===== config.mk =====
export PLATFORM = sky130hd
export DESIGN_NAME = sync_byte_packet_receiver
export DESIGN_NICKNAME = d
export VERILOG_FILES = /design/src/hw/rtl/sbpr_pkg.sv /design/src/hw/rtl/sbpr_in_reg.sv /design/src/hw/rtl/sbpr_parser.sv /design/src/hw/rtl/sbpr_out_reg.sv /design/src/hw/rtl/sync_byte_packet_receiver.sv
export SDC_FILE = /design/constraint.sdc
export NUM_CORES = 1
export LEC_CHECK = 0
export BUFFER_PORTS_ARGS = -buffer_cell sky130_fd_sc_hd__clkbuf_2
export CORE_ASPECT_RATIO = 2
export CORE_MARGIN = 4
export CORE_UTILIZATION = 24
export DETAILED_ROUTE_END_ITERATION = 16
export PLACE_DENSITY_LB_ADDON = 0.3
export RECOVER_POWER = 25
export SETUP_SLACK_MARGIN = 0.5
export SYNTH_ARGS = -nofsm -noshare
export SYNTH_HDL_FRONTEND = slang
export SYNTH_HIERARCHICAL = 1
export SYNTH_SLANG_ARGS = --single-unit

===== constraint.sdc =====
create_clock -name clock -period 6.3 [get_ports clock]
set_clock_uncertainty 0.15 [all_clocks]
set_input_delay 0 -clock clock [delete_from_list [all_inputs] [get_ports clock]]
set_output_delay 0 -clock clock [all_outputs]
set_load 0.02 [all_outputs]

===== src/hw/rtl/sbpr_pkg.sv =====
package sbpr_pkg;

   // Frame layout
   localparam int HEADER_BYTES = 6;
   localparam int CNT_W        = 9;

   // Header byte positions (sync sits at position 0, dest id at the last one)
   localparam logic [CNT_W-1:0] HDR_LENGTH = CNT_W'(1);
   localparam logic [CNT_W-1:0] HDR_CMD_HI = CNT_W'(2);
   localparam logic [CNT_W-1:0] HDR_CMD_LO = CNT_W'(3);
   localparam logic [CNT_W-1:0] HDR_SOURCE = CNT_W'(4);
   localparam logic [CNT_W-1:0] HDR_LAST   = CNT_W'(HEADER_BYTES - 1);
   localparam logic [CNT_W-1:0] HDR_END    = CNT_W'(HEADER_BYTES);

   // Frame status codes
   localparam logic [1:0] STATUS_GOOD    = 2'd0;
   localparam logic [1:0] STATUS_NAK     = 2'd1;
   localparam logic [1:0] STATUS_GIVE_UP = 2'd2;

   // CSR indexes
   localparam int CSR_IDX_W = 2;
   localparam logic [CSR_IDX_W-1:0] CSR_SYNC_VALUE  = 2'd0;
   localparam logic [CSR_IDX_W-1:0] CSR_MAX_PAYLOAD = 2'd1;
   localparam logic [CSR_IDX_W-1:0] CSR_RETRY_LIMIT = 2'd2;

   // Reset values of the CSRs
   localparam logic [7:0] SYNC_VALUE_RST  = 8'd5;
   localparam logic [7:0] MAX_PAYLOAD_RST = 8'd248;
   localparam logic [7:0] RETRY_LIMIT_RST = 8'd3;

   typedef enum logic [1:0] {
      PH_HUNT     = 2'd0,
      PH_HEADER   = 2'd1,
      PH_PAYLOAD  = 2'd2,
      PH_CHECKSUM = 2'd3
   } phase_type;

   typedef struct packed {
      logic [7:0] sync_value;
      logic [7:0] max_payload;
      logic [7:0] retry_limit;
   } cfg_type;

   typedef struct packed {
      logic [7:0]  payload_byte;
      logic [7:0]  payload_index;
      logic        frame_end;
      logic [1:0]  frame_status;
      logic        nak_request;
      logic [15:0] command_word;
      logic [7:0]  source_id;
      logic [7:0]  dest_id;
   } rsp_type;

endpackage


===== src/hw/rtl/sbpr_in_reg.sv =====
module sbpr_in_reg import sbpr_pkg::*; (
   input  logic       clock,
   input  logic       reset,
   input  logic       req_valid,
   output logic       req_ready,
   input  logic [7:0] req_rx_byte,
   input  logic       advance,
   output logic       in_valid,
   output logic [7:0] in_byte
);

   logic       valid_ff, valid_in;
   logic [7:0] byte_ff;
   logic       take;

   assign req_ready = !valid_ff || advance;
   assign take      = req_valid && req_ready;

   always_comb begin
      valid_in = valid_ff;
      if (take) begin
         valid_in = 1'b1;
      end else if (advance) begin
         valid_in = 1'b0;
      end
   end

   always_ff @(posedge clock) begin
      if (reset) begin
         valid_ff <= 1'b0;
      end else begin
         valid_ff <= valid_in;
      end
   end

   always_ff @(posedge clock) begin
      if (take) begin
         byte_ff <= req_rx_byte;
      end
   end

   assign in_valid = valid_ff;
   assign in_byte  = byte_ff;

endmodule


===== src/hw/rtl/sbpr_parser.sv =====
module sbpr_parser import sbpr_pkg::*; (
   input  logic       clock,
   input  logic       reset,
   input  cfg_type    cfg,
   input  logic       step,
   input  logic [7:0] rx_byte,
   output logic       emit,
   output rsp_type    result
);

   phase_type        phase_ff, phase_in;
   logic [CNT_W-1:0] count_ff, count_in;
   logic [7:0]       length_ff, length_in;
   logic [15:0]      sum_ff, sum_in;
   logic [7:0]       chk_hi_ff, chk_hi_in;
   logic [15:0]      cmd_ff, cmd_in;
   logic [7:0]       src_ff, src_in;
   logic [7:0]       dst_ff, dst_in;
   logic [7:0]       fail_ff, fail_in;

   logic             sync_hit;
   logic             too_long;
   logic             cks_high;
   logic             cks_match;
   logic [CNT_W-1:0] count_inc;
   logic [CNT_W-1:0] cks_pos;
   logic [CNT_W-1:0] pay_done;
   logic [CNT_W-1:0] pay_pos;
   logic [15:0]      sum_add;

   assign sync_hit  = (rx_byte == cfg.sync_value);
   assign too_long  = (count_ff == HDR_LENGTH) && (rx_byte > cfg.max_payload);
   assign count_inc = count_ff + CNT_W'(1);
   assign cks_pos   = HDR_END + {1'b0, length_ff};
   assign cks_high  = (count_ff == cks_pos);
   assign cks_match = ({chk_hi_ff, rx_byte} == sum_ff);
   assign pay_done  = count_inc - HDR_END;
   assign pay_pos   = count_ff - HDR_END;
   assign sum_add   = sum_ff + {8'b0, rx_byte};

   // next phase
   always_comb begin
      phase_in = phase_ff;
      case (phase_ff)
         PH_HUNT: begin
            phase_in = sync_hit ? PH_HEADER : PH_HUNT;
         end
         PH_HEADER: begin
            if (too_long) begin
               phase_in = sync_hit ? PH_HEADER : PH_HUNT;
            end else if (count_ff == HDR_LAST) begin
               phase_in = (length_ff == 8'd0) ? PH_CHECKSUM : PH_PAYLOAD;
            end
         end
         PH_PAYLOAD: begin
            if (pay_done >= {1'b0, length_ff}) begin
               phase_in = PH_CHECKSUM;
            end
         end
         PH_CHECKSUM: begin
            if (!cks_high) begin
               phase_in = PH_HUNT;
            end
         end
         default: phase_in = PH_HUNT;
      endcase
   end

   // datapath and result
   always_comb begin
      count_in  = count_ff;
      length_in = length_ff;
      sum_in    = sum_ff;
      chk_hi_in = chk_hi_ff;
      cmd_in    = cmd_ff;
      src_in    = src_ff;
      dst_in    = dst_ff;
      fail_in   = fail_ff;
      emit      = 1'b0;

      result.payload_byte  = 8'd0;
      result.payload_index = length_ff;
      result.frame_end     = 1'b0;
      result.frame_status  = STATUS_GOOD;
      result.nak_request   = 1'b0;
      result.command_word  = cmd_ff;
      result.source_id     = src_ff;
      result.dest_id       = dst_ff;

      case (phase_ff)
         PH_HUNT: begin
            if (sync_hit) begin
               count_in  = CNT_W'(1);
               sum_in    = {8'b0, rx_byte};
               length_in = 8'd0;
            end else begin
               count_in = '0;
            end
         end
         PH_HEADER: begin
            if (too_long) begin
               // length byte is rescanned as a possible sync
               if (sync_hit) begin
                  count_in  = CNT_W'(1);
                  sum_in    = {8'b0, rx_byte};
                  length_in = 8'd0;
               end else begin
                  count_in = '0;
               end
            end else begin
               case (count_ff)
                  HDR_LENGTH: length_in    = rx_byte;
                  HDR_CMD_HI: cmd_in[15:8] = rx_byte;
                  HDR_CMD_LO: cmd_in[7:0]  = rx_byte;
                  HDR_SOURCE: src_in       = rx_byte;
                  default:    dst_in       = rx_byte;
               endcase
               sum_in   = sum_add;
               count_in = count_inc;
            end
         end
         PH_PAYLOAD: begin
            sum_in               = sum_add;
            count_in             = count_inc;
            emit                 = 1'b1;
            result.payload_byte  = rx_byte;
            result.payload_index = pay_pos[7:0];
         end
         PH_CHECKSUM: begin
            if (cks_high) begin
               chk_hi_in = rx_byte;
               count_in  = count_inc;
            end else begin
               emit             = 1'b1;
               result.frame_end = 1'b1;
               count_in         = '0;
               if (cks_match) begin
                  fail_in = 8'd0;
               end else if (fail_ff == cfg.retry_limit) begin
                  result.frame_status = STATUS_GIVE_UP;
                  result.nak_request  = 1'b1;
                  fail_in             = 8'd0;
               end else begin
                  result.frame_status = STATUS_NAK;
                  result.nak_request  = 1'b1;
                  fail_in             = fail_ff + 8'd1;
               end
            end
         end
         default: count_in = '0;
      endcase
   end

   always_ff @(posedge clock) begin
      if (reset) begin
         phase_ff  <= PH_HUNT;
         count_ff  <= '0;
         length_ff <= '0;
         sum_ff    <= '0;
         chk_hi_ff <= '0;
         cmd_ff    <= '0;
         src_ff    <= '0;
         dst_ff    <= '0;
         fail_ff   <= '0;
      end else if (step) begin
         phase_ff  <= phase_in;
         count_ff  <= count_in;
         length_ff <= length_in;
         sum_ff    <= sum_in;
         chk_hi_ff <= chk_hi_in;
         cmd_ff    <= cmd_in;
         src_ff    <= src_in;
         dst_ff    <= dst_in;
         fail_ff   <= fail_in;
      end
   end

`ifndef SYNTHESIS
   a_hunt_count: assert property (@(posedge clock) disable iff (reset)
      phase_ff == PH_HUNT |-> count_ff == '0)
      else $error("byte count not clear while hunting");

   a_header_count: assert property (@(posedge clock) disable iff (reset)
      phase_ff == PH_HEADER |-> (count_ff >= HDR_LENGTH) && (count_ff <= HDR_LAST))
      else $error("byte count outside header");

   a_payload_count: assert property (@(posedge clock) disable iff (reset)
      phase_ff == PH_PAYLOAD |-> (count_ff >= HDR_END) && (count_ff < cks_pos))
      else $error("byte count outside payload");

   a_checksum_count: assert property (@(posedge clock) disable iff (reset)
      phase_ff == PH_CHECKSUM |-> (count_ff == cks_pos) || (count_ff == cks_pos + CNT_W'(1)))
      else $error("byte count outside checksum");

   a_end_hunts: assert property (@(posedge clock) disable iff (reset)
      step && emit && result.frame_end |=> phase_ff == PH_HUNT)
      else $error("frame end did not return to hunting");
`endif

endmodule


===== src/hw/rtl/sbpr_out_reg.sv =====
module sbpr_out_reg import sbpr_pkg::*; (
   input  logic    clock,
   input  logic    reset,
   input  logic    load,
   input  rsp_type data,
   output logic    out_free,
   output logic    rsp_valid,
   input  logic    rsp_ready,
   output rsp_type rsp_data
);

   logic    valid_ff, valid_in;
   rsp_type data_ff;

   assign out_free = !valid_ff || rsp_ready;

   always_comb begin
      valid_in = valid_ff;
      if (load) begin
         valid_in = 1'b1;
      end else if (rsp_ready) begin
         valid_in = 1'b0;
      end
   end

   always_ff @(posedge clock) begin
      if (reset) begin
         valid_ff <= 1'b0;
      end else begin
         valid_ff <= valid_in;
      end
   end

   always_ff @(posedge clock) begin
      if (load) begin
         data_ff <= data;
      end
   end

   assign rsp_valid = valid_ff;
   assign rsp_data  = data_ff;

endmodule


===== src/hw/rtl/sync_byte_packet_receiver.sv =====
// Sync-byte framed receiver with a 16-bit additive checksum.
// req_ channel: one link byte per transfer (req_rx_byte). The receiver hunts
//   for the sync byte, then takes length, command (high byte first), source
//   and destination ids, then the payload and a big-endian checksum word.
// rsp_ channel: one transfer per payload byte, plus one closing transfer on
//   the checksum low byte carrying frame_end, frame_status and nak_request.
//   Header, sync and checksum-high bytes produce no transfer.
// csr_ channel: index 0 sync value, 1 max payload, 2 retry limit; always
//   ready, writes to other indexes are dropped. Write only while idle.
// Path: a byte accepted on req_ goes through the input register, the
//   parser step and the output register to rsp_. Throughput: one byte per
//   cycle unless rsp_ stalls, set by the parser between the two registers.
// Reset (synchronous, active high): CSRs return to 5 / 248 / 3, parser goes
//   back to hunting with all counters and the failure count cleared.
// Stall: when rsp_ready is low and a result is waiting, a byte that would
//   produce a result waits in the input register; bytes that produce none
//   still drain. req_ready drops once the input register cannot move.
module sync_byte_packet_receiver import sbpr_pkg::*; (
   input  logic                 clock,
   input  logic                 reset,
   // byte input
   input  logic                 req_valid,
   output logic                 req_ready,
   input  logic [7:0]           req_rx_byte,
   // result output
   output logic                 rsp_valid,
   input  logic                 rsp_ready,
   output logic [7:0]           rsp_payload_byte,
   output logic [7:0]           rsp_payload_index,
   output logic                 rsp_frame_end,
   output logic [1:0]           rsp_frame_status,
   output logic                 rsp_nak_request,
   output logic [15:0]          rsp_command_word,
   output logic [7:0]           rsp_source_id,
   output logic [7:0]           rsp_dest_id,
   // register writes
   input  logic                 csr_valid,
   output logic                 csr_ready,
   input  logic [CSR_IDX_W-1:0] csr_index,
   input  logic [7:0]           csr_wdata
);

   cfg_type    cfg_ff, cfg_in;
   logic       in_valid;
   logic [7:0] in_byte;
   logic       advance;
   logic       emit;
   logic       out_free;
   rsp_type    result;
   rsp_type    rsp_data;

   // CSR file: a write lands at once, the parser sees it on the next byte
   assign csr_ready = 1'b1;

   always_comb begin
      cfg_in = cfg_ff;
      if (csr_valid && csr_ready) begin
         case (csr_index)
            CSR_SYNC_VALUE:  cfg_in.sync_value  = csr_wdata;
            CSR_MAX_PAYLOAD: cfg_in.max_payload = csr_wdata;
            CSR_RETRY_LIMIT: cfg_in.retry_limit = csr_wdata;
            default:         cfg_in = cfg_ff;
         endcase
      end
   end

   always_ff @(posedge clock) begin
      if (reset) begin
         cfg_ff.sync_value  <= SYNC_VALUE_RST;
         cfg_ff.max_payload <= MAX_PAYLOAD_RST;
         cfg_ff.retry_limit <= RETRY_LIMIT_RST;
      end else begin
         cfg_ff <= cfg_in;
      end
   end

   // A held byte steps the parser when its result (if any) has a free slot
   assign advance = in_valid && (out_free || !emit);

   sbpr_in_reg u_in_reg (
      .clock       (clock),
      .reset       (reset),
      .req_valid   (req_valid),
      .req_ready   (req_ready),
      .req_rx_byte (req_rx_byte),
      .advance     (advance),
      .in_valid    (in_valid),
      .in_byte     (in_byte)
   );

   sbpr_parser u_parser (
      .clock   (clock),
      .reset   (reset),
      .cfg     (cfg_ff),
      .step    (advance),
      .rx_byte (in_byte),
      .emit    (emit),
      .result  (result)
   );

   sbpr_out_reg u_out_reg (
      .clock     (clock),
      .reset     (reset),
      .load      (advance && emit),
      .data      (result),
      .out_free  (out_free),
      .rsp_valid (rsp_valid),
      .rsp_ready (rsp_ready),
      .rsp_data  (rsp_data)
   );

   assign rsp_payload_byte  = rsp_data.payload_byte;
   assign rsp_payload_index = rsp_data.payload_index;
   assign rsp_frame_end     = rsp_data.frame_end;
   assign rsp_frame_status  = rsp_data.frame_status;
   assign rsp_nak_request   = rsp_data.nak_request;
   assign rsp_command_word  = rsp_data.command_word;
   assign rsp_source_id     = rsp_data.source_id;
   assign rsp_dest_id       = rsp_data.dest_id;

`ifndef SYNTHESIS
   a_no_overwrite: assert property (@(posedge clock) disable iff (reset)
      rsp_valid && !rsp_ready |-> !(advance && emit))
      else $error("result register overwritten while stalled");

   a_nak_matches_status: assert property (@(posedge clock) disable iff (reset)
      rsp_valid |-> rsp_nak_request == (rsp_frame_status != STATUS_GOOD))
      else $error("nak request disagrees with frame status");

   a_status_only_at_end: assert property (@(posedge clock) disable iff (reset)
      rsp_valid && !rsp_frame_end |-> rsp_frame_status == STATUS_GOOD
         && rsp_nak_request == 1'b0)
      else $error("status on a payload result");
`endif

endmodule

==> results.json <==
{
  "antennaDiodeCount": 0,
  "hold_depth": 2,
  "p_seq_share_pct": 48.7,
  "top_layer_used": "met4",
  "r2r_slack_ps": 1140,
  "die_h_um": 273,
  "layout_commonest_cell": "dfxtp_1",
  "grt_pass1_vias": 6694,
  "layout_common_cells": "dfxtp_1 (109), nor2_1 (86), mux2i_1 (68), a21oi_1 (63), edfxtp_1 (60)",
  "yosysSeqAreaShare_pct": 47.2,
  "synth_seq_cells": 169,
  "vias": 6613,
  "p_clk_share_pct": 42.5,
  "synth-edff-count": 60,
  "clkTransAtPathRegs_ps": 70,
  "path_delay_family": "simple AND/OR/NAND/NOR gates",
  "final_layout_size_suffix_gt1_share_pct": 10.5,
  "ctsHoldBuffers": 37,
  "crit_chain": "inv_1, ha_1, or3_1, a221oi_1, o2111a_1, a31oi_1, or2_2, a21boi_2, buf_4, inv_1, nor2_1, nand2_1, nor2_1, nand2_1, o41ai_1",
  "yosysUniqueCellTypes": 72,
  "ir_worst_vdd_uv": 217,
  "route.met2.wl_um": 14300,
  "hold_viol": 0,
  "postCtsSetupRepairBufs": 0,
  "grt_max_degree": 65,
  "period_share_pct": 81.8,
  "cp.depth": 15,
  "gp_congestion": 0.873,
  "synth.area.top_cells": "dfxtp_1 (26%), edfxtp_1 (21%), mux2i_1 (8.1%)",
  "whs_ps": 127,
  "dp_hpwl_um": 18000,
  "status": "finished clean",
  "post-route-util_pct": 29.0,
  "relSlewSlack_pct": 26.0,
  "start_kind": "flop",
  "wirelength_um": 24800,
  "critPathMaxStageDelay_ps": 850,
  "period_minus_slack_ps": 5160,
  "avgSynthCellArea_sq_um": 9.90,
  "antenna_found_initial": 0,
  "syn_area_sq_mm": 0.00845,
  "p_sw_w": 0.000657,
  "clk_latency_ps": 440,
  "synth_top_area_cell": "dfxtp_1",
  "dieArea_sq_mm": 0.0384,
  "final_cells": 1401,
  "area_delta_synth_final_pct": 20.2,
  "crit_end": "u_parser/sum_ff[13]$_SDFFE_PP0P_",
  "critPathMaxFanout": 24,
  "cts.repair.resized": 0,
  "r2r-end": "u_parser/sum_ff[13]$_SDFFE_PP0P_",
  "route.detailed.drc": 0,
  "async_reset_ff_share_pct": 0,
  "clock_sinks": 169,
  "worstHoldPathType": "primary input to flop",
  "cap_violations": 0,
  "worst_pin_slew_ps": 1100,
  "rr_startpoint": "u_parser/length_ff[1]$_SDFFE_PP0P_",
  "max_freq_mhz": 194,
  "cp_slowest_cell": "nor2_1",
  "wl_per_cell_um": 17.7,
  "yosys.area.top_type_share_pct": 25.8,
  "dieWidth_um": 141,
  "p_leak_nw": 4.05,
  "netlist_instances": 853,
  "tns_ps": 0,
  "crit_required_ps": 6490,
  "antenna_left": 0,
  "io_pins": 78,
  "dr_wl_met3_um": 597,
  "dr.pass1.iters": 5,
  "finalSetupViolCount": 0,
  "r2r_cells": 15,
  "path_class": "flop to flop",
  "synthFlopType": "dfxtp_1",
  "endpoint_kind": "flop",
  "internal_power_w": 0.00176,
  "nets": 1003,
  "switching_share_pct": 27.2,
  "cts_buffers": 17,
  "crit_buf_inv": 3,
  "io_buffers": 76,
  "comb_power_share_pct": 8.7,
  "grtUsageTotal_pct": 12.9,
  "post-place-cells": 1332,
  "grt_pass1_wl_um": 38300,
  "syn-num-nets": 913,
  "fp-row-count": 97,
  "drt_first_iter_violations": 464,
  "slew_viol_final": 0,
  "met1Wirelength_um": 9000,
  "root_buffer": "clkbuf_16",
  "vias_per_cell": 4.72,
  "cts_tree": "done",
  "overflow": 0,
  "rsz0062_at_grt": "false",
  "clockBufferDepth": 2,
  "yosysWarnings": 6,
  "cellPowerDensity_mw_per_mm2": 238,
  "crit_start": "u_parser/length_ff[1]$_SDFFE_PP0P_",
  "cp.arrival_ps": 5340,
  "core_area_sq_mm": 0.0350,
  "start_util_pct": 24.2,
  "htreeDepth": 4
}
[sequential cells by signal, summed over array words and instances (netlist names), named ones only]
signal	cells
u_parser/phase_ff	1
u_parser/length_ff	8
u_out_reg/rsp_data	52
u_parser/chk_hi_ff	8
u_parser/dst_ff	8
u_parser/fail_ff	8
u_in_reg/in_valid	1
u_parser/src_ff	8
u_parser/sum_ff	16
u_parser/cmd_ff	16
u_in_reg/in_byte	8
cfg_ff	24
u_parser/count_ff	9
u_out_reg/rsp_valid	1
[cell families after synthesis]
kind of cell	count (synthesis)	share of synthesized area [%]
other cells	1	0.0444
buf+inv	88	4.24
xor+xnor	59	6.12
simple gates	266	16.4
fa+ha+maj	37	5.57
mux	69	8.19
compound gates	164	12.3
flops	169	47.2
[synth_stat cells, drive strengths merged, types with 14 or more instances]
| master | instances |
|---|---|
| nand2b | 25 |
| dfxtp | 109 |
| buf | 14 |
| nor2 | 86 |
| nand2 | 36 |
| xor2 | 34 |
| nor3 | 18 |
| inv | 40 |
| ha | 36 |
| nand3 | 28 |
| nand4 | 14 |
| xnor2 | 25 |
| a21oi | 65 |
| clkbuf | 34 |
| o21ai | 29 |
| edfxtp | 60 |
| mux2i | 68 |
[worst min path at each step]
stage | slack, ps | from | endpoint
floorplan | -90 | reset | u_in_reg/in_valid$_SDFFE_PP0P_
global placement | 30 | req_rx_byte[2] | u_in_reg/in_byte[2]$_DFFE_PP_
detailed placement | 30 | req_rx_byte[2] | u_in_reg/in_byte[2]$_DFFE_PP_
global route | 130 | req_rx_byte[2] | u_in_reg/in_byte[2]$_DFFE_PP_
finish | 130 | req_rx_byte[7] | u_in_reg/in_byte[7]$_DFFE_PP_
CTS | 110 | req_rx_byte[1] | u_in_reg/in_byte[1]$_DFFE_PP_
[metrics by stage]
stage | setup WS, ps | instance area (sq um) | power (W)
final | 1140 | 10200 | 0.00241
after global routing | 696 | 10200 | 0.00251
after CTS | 1240 | 10200 | 0.00245
after detailed placement | 1260 | 9230 | 0.00139
after global placement | 1420 | 9230 | 0.00139
after floorplan | 2350 | 8450 | 0.00133
[worst register-to-register path: stages, from the launching register on]
cell and delay (ps):
dfxtp_1 480, inv_1 130, ha_1 350, or3_1 350, a221oi_1 320, o2111a_1 290
a31oi_1 130, or2_2 310, a21boi_2 120, buf_4 270, inv_1 180, nor2_1 850
nand2_1 250, nor2_1 420, nand2_1 170, o41ai_1 290
[power groups by stage]
stage	Clock, W	Combinational, W	Sequential, W
after floorplan	0	0.000147	0.00118
after global placement	0	0.000191	0.00120
after detailed placement	0	0.000193	0.00120
after CTS	0.00106	0.000210	0.00118
after global routing	0.00110	0.000232	0.00118
final	0.00103	0.000211	0.00118
[cell type report]
type	instances	area [sq um]
well taps	445	557
fillers	3726	24800
flip-flops and latches	169	3980
repair buffers	119	761
clock buffers	17	425
multi-input cells	596	4110
inverters	40	150
clock inverters	15	163
[per-layer routing]
metal  vias to the layer above  track usage (%)
li1                       3222                -
met1                      3185             12.8
met4                         0             5.84
met5                         -                0
met3                        54             2.01
met2                       152             25.7
(Power assumes the default switching activity.)
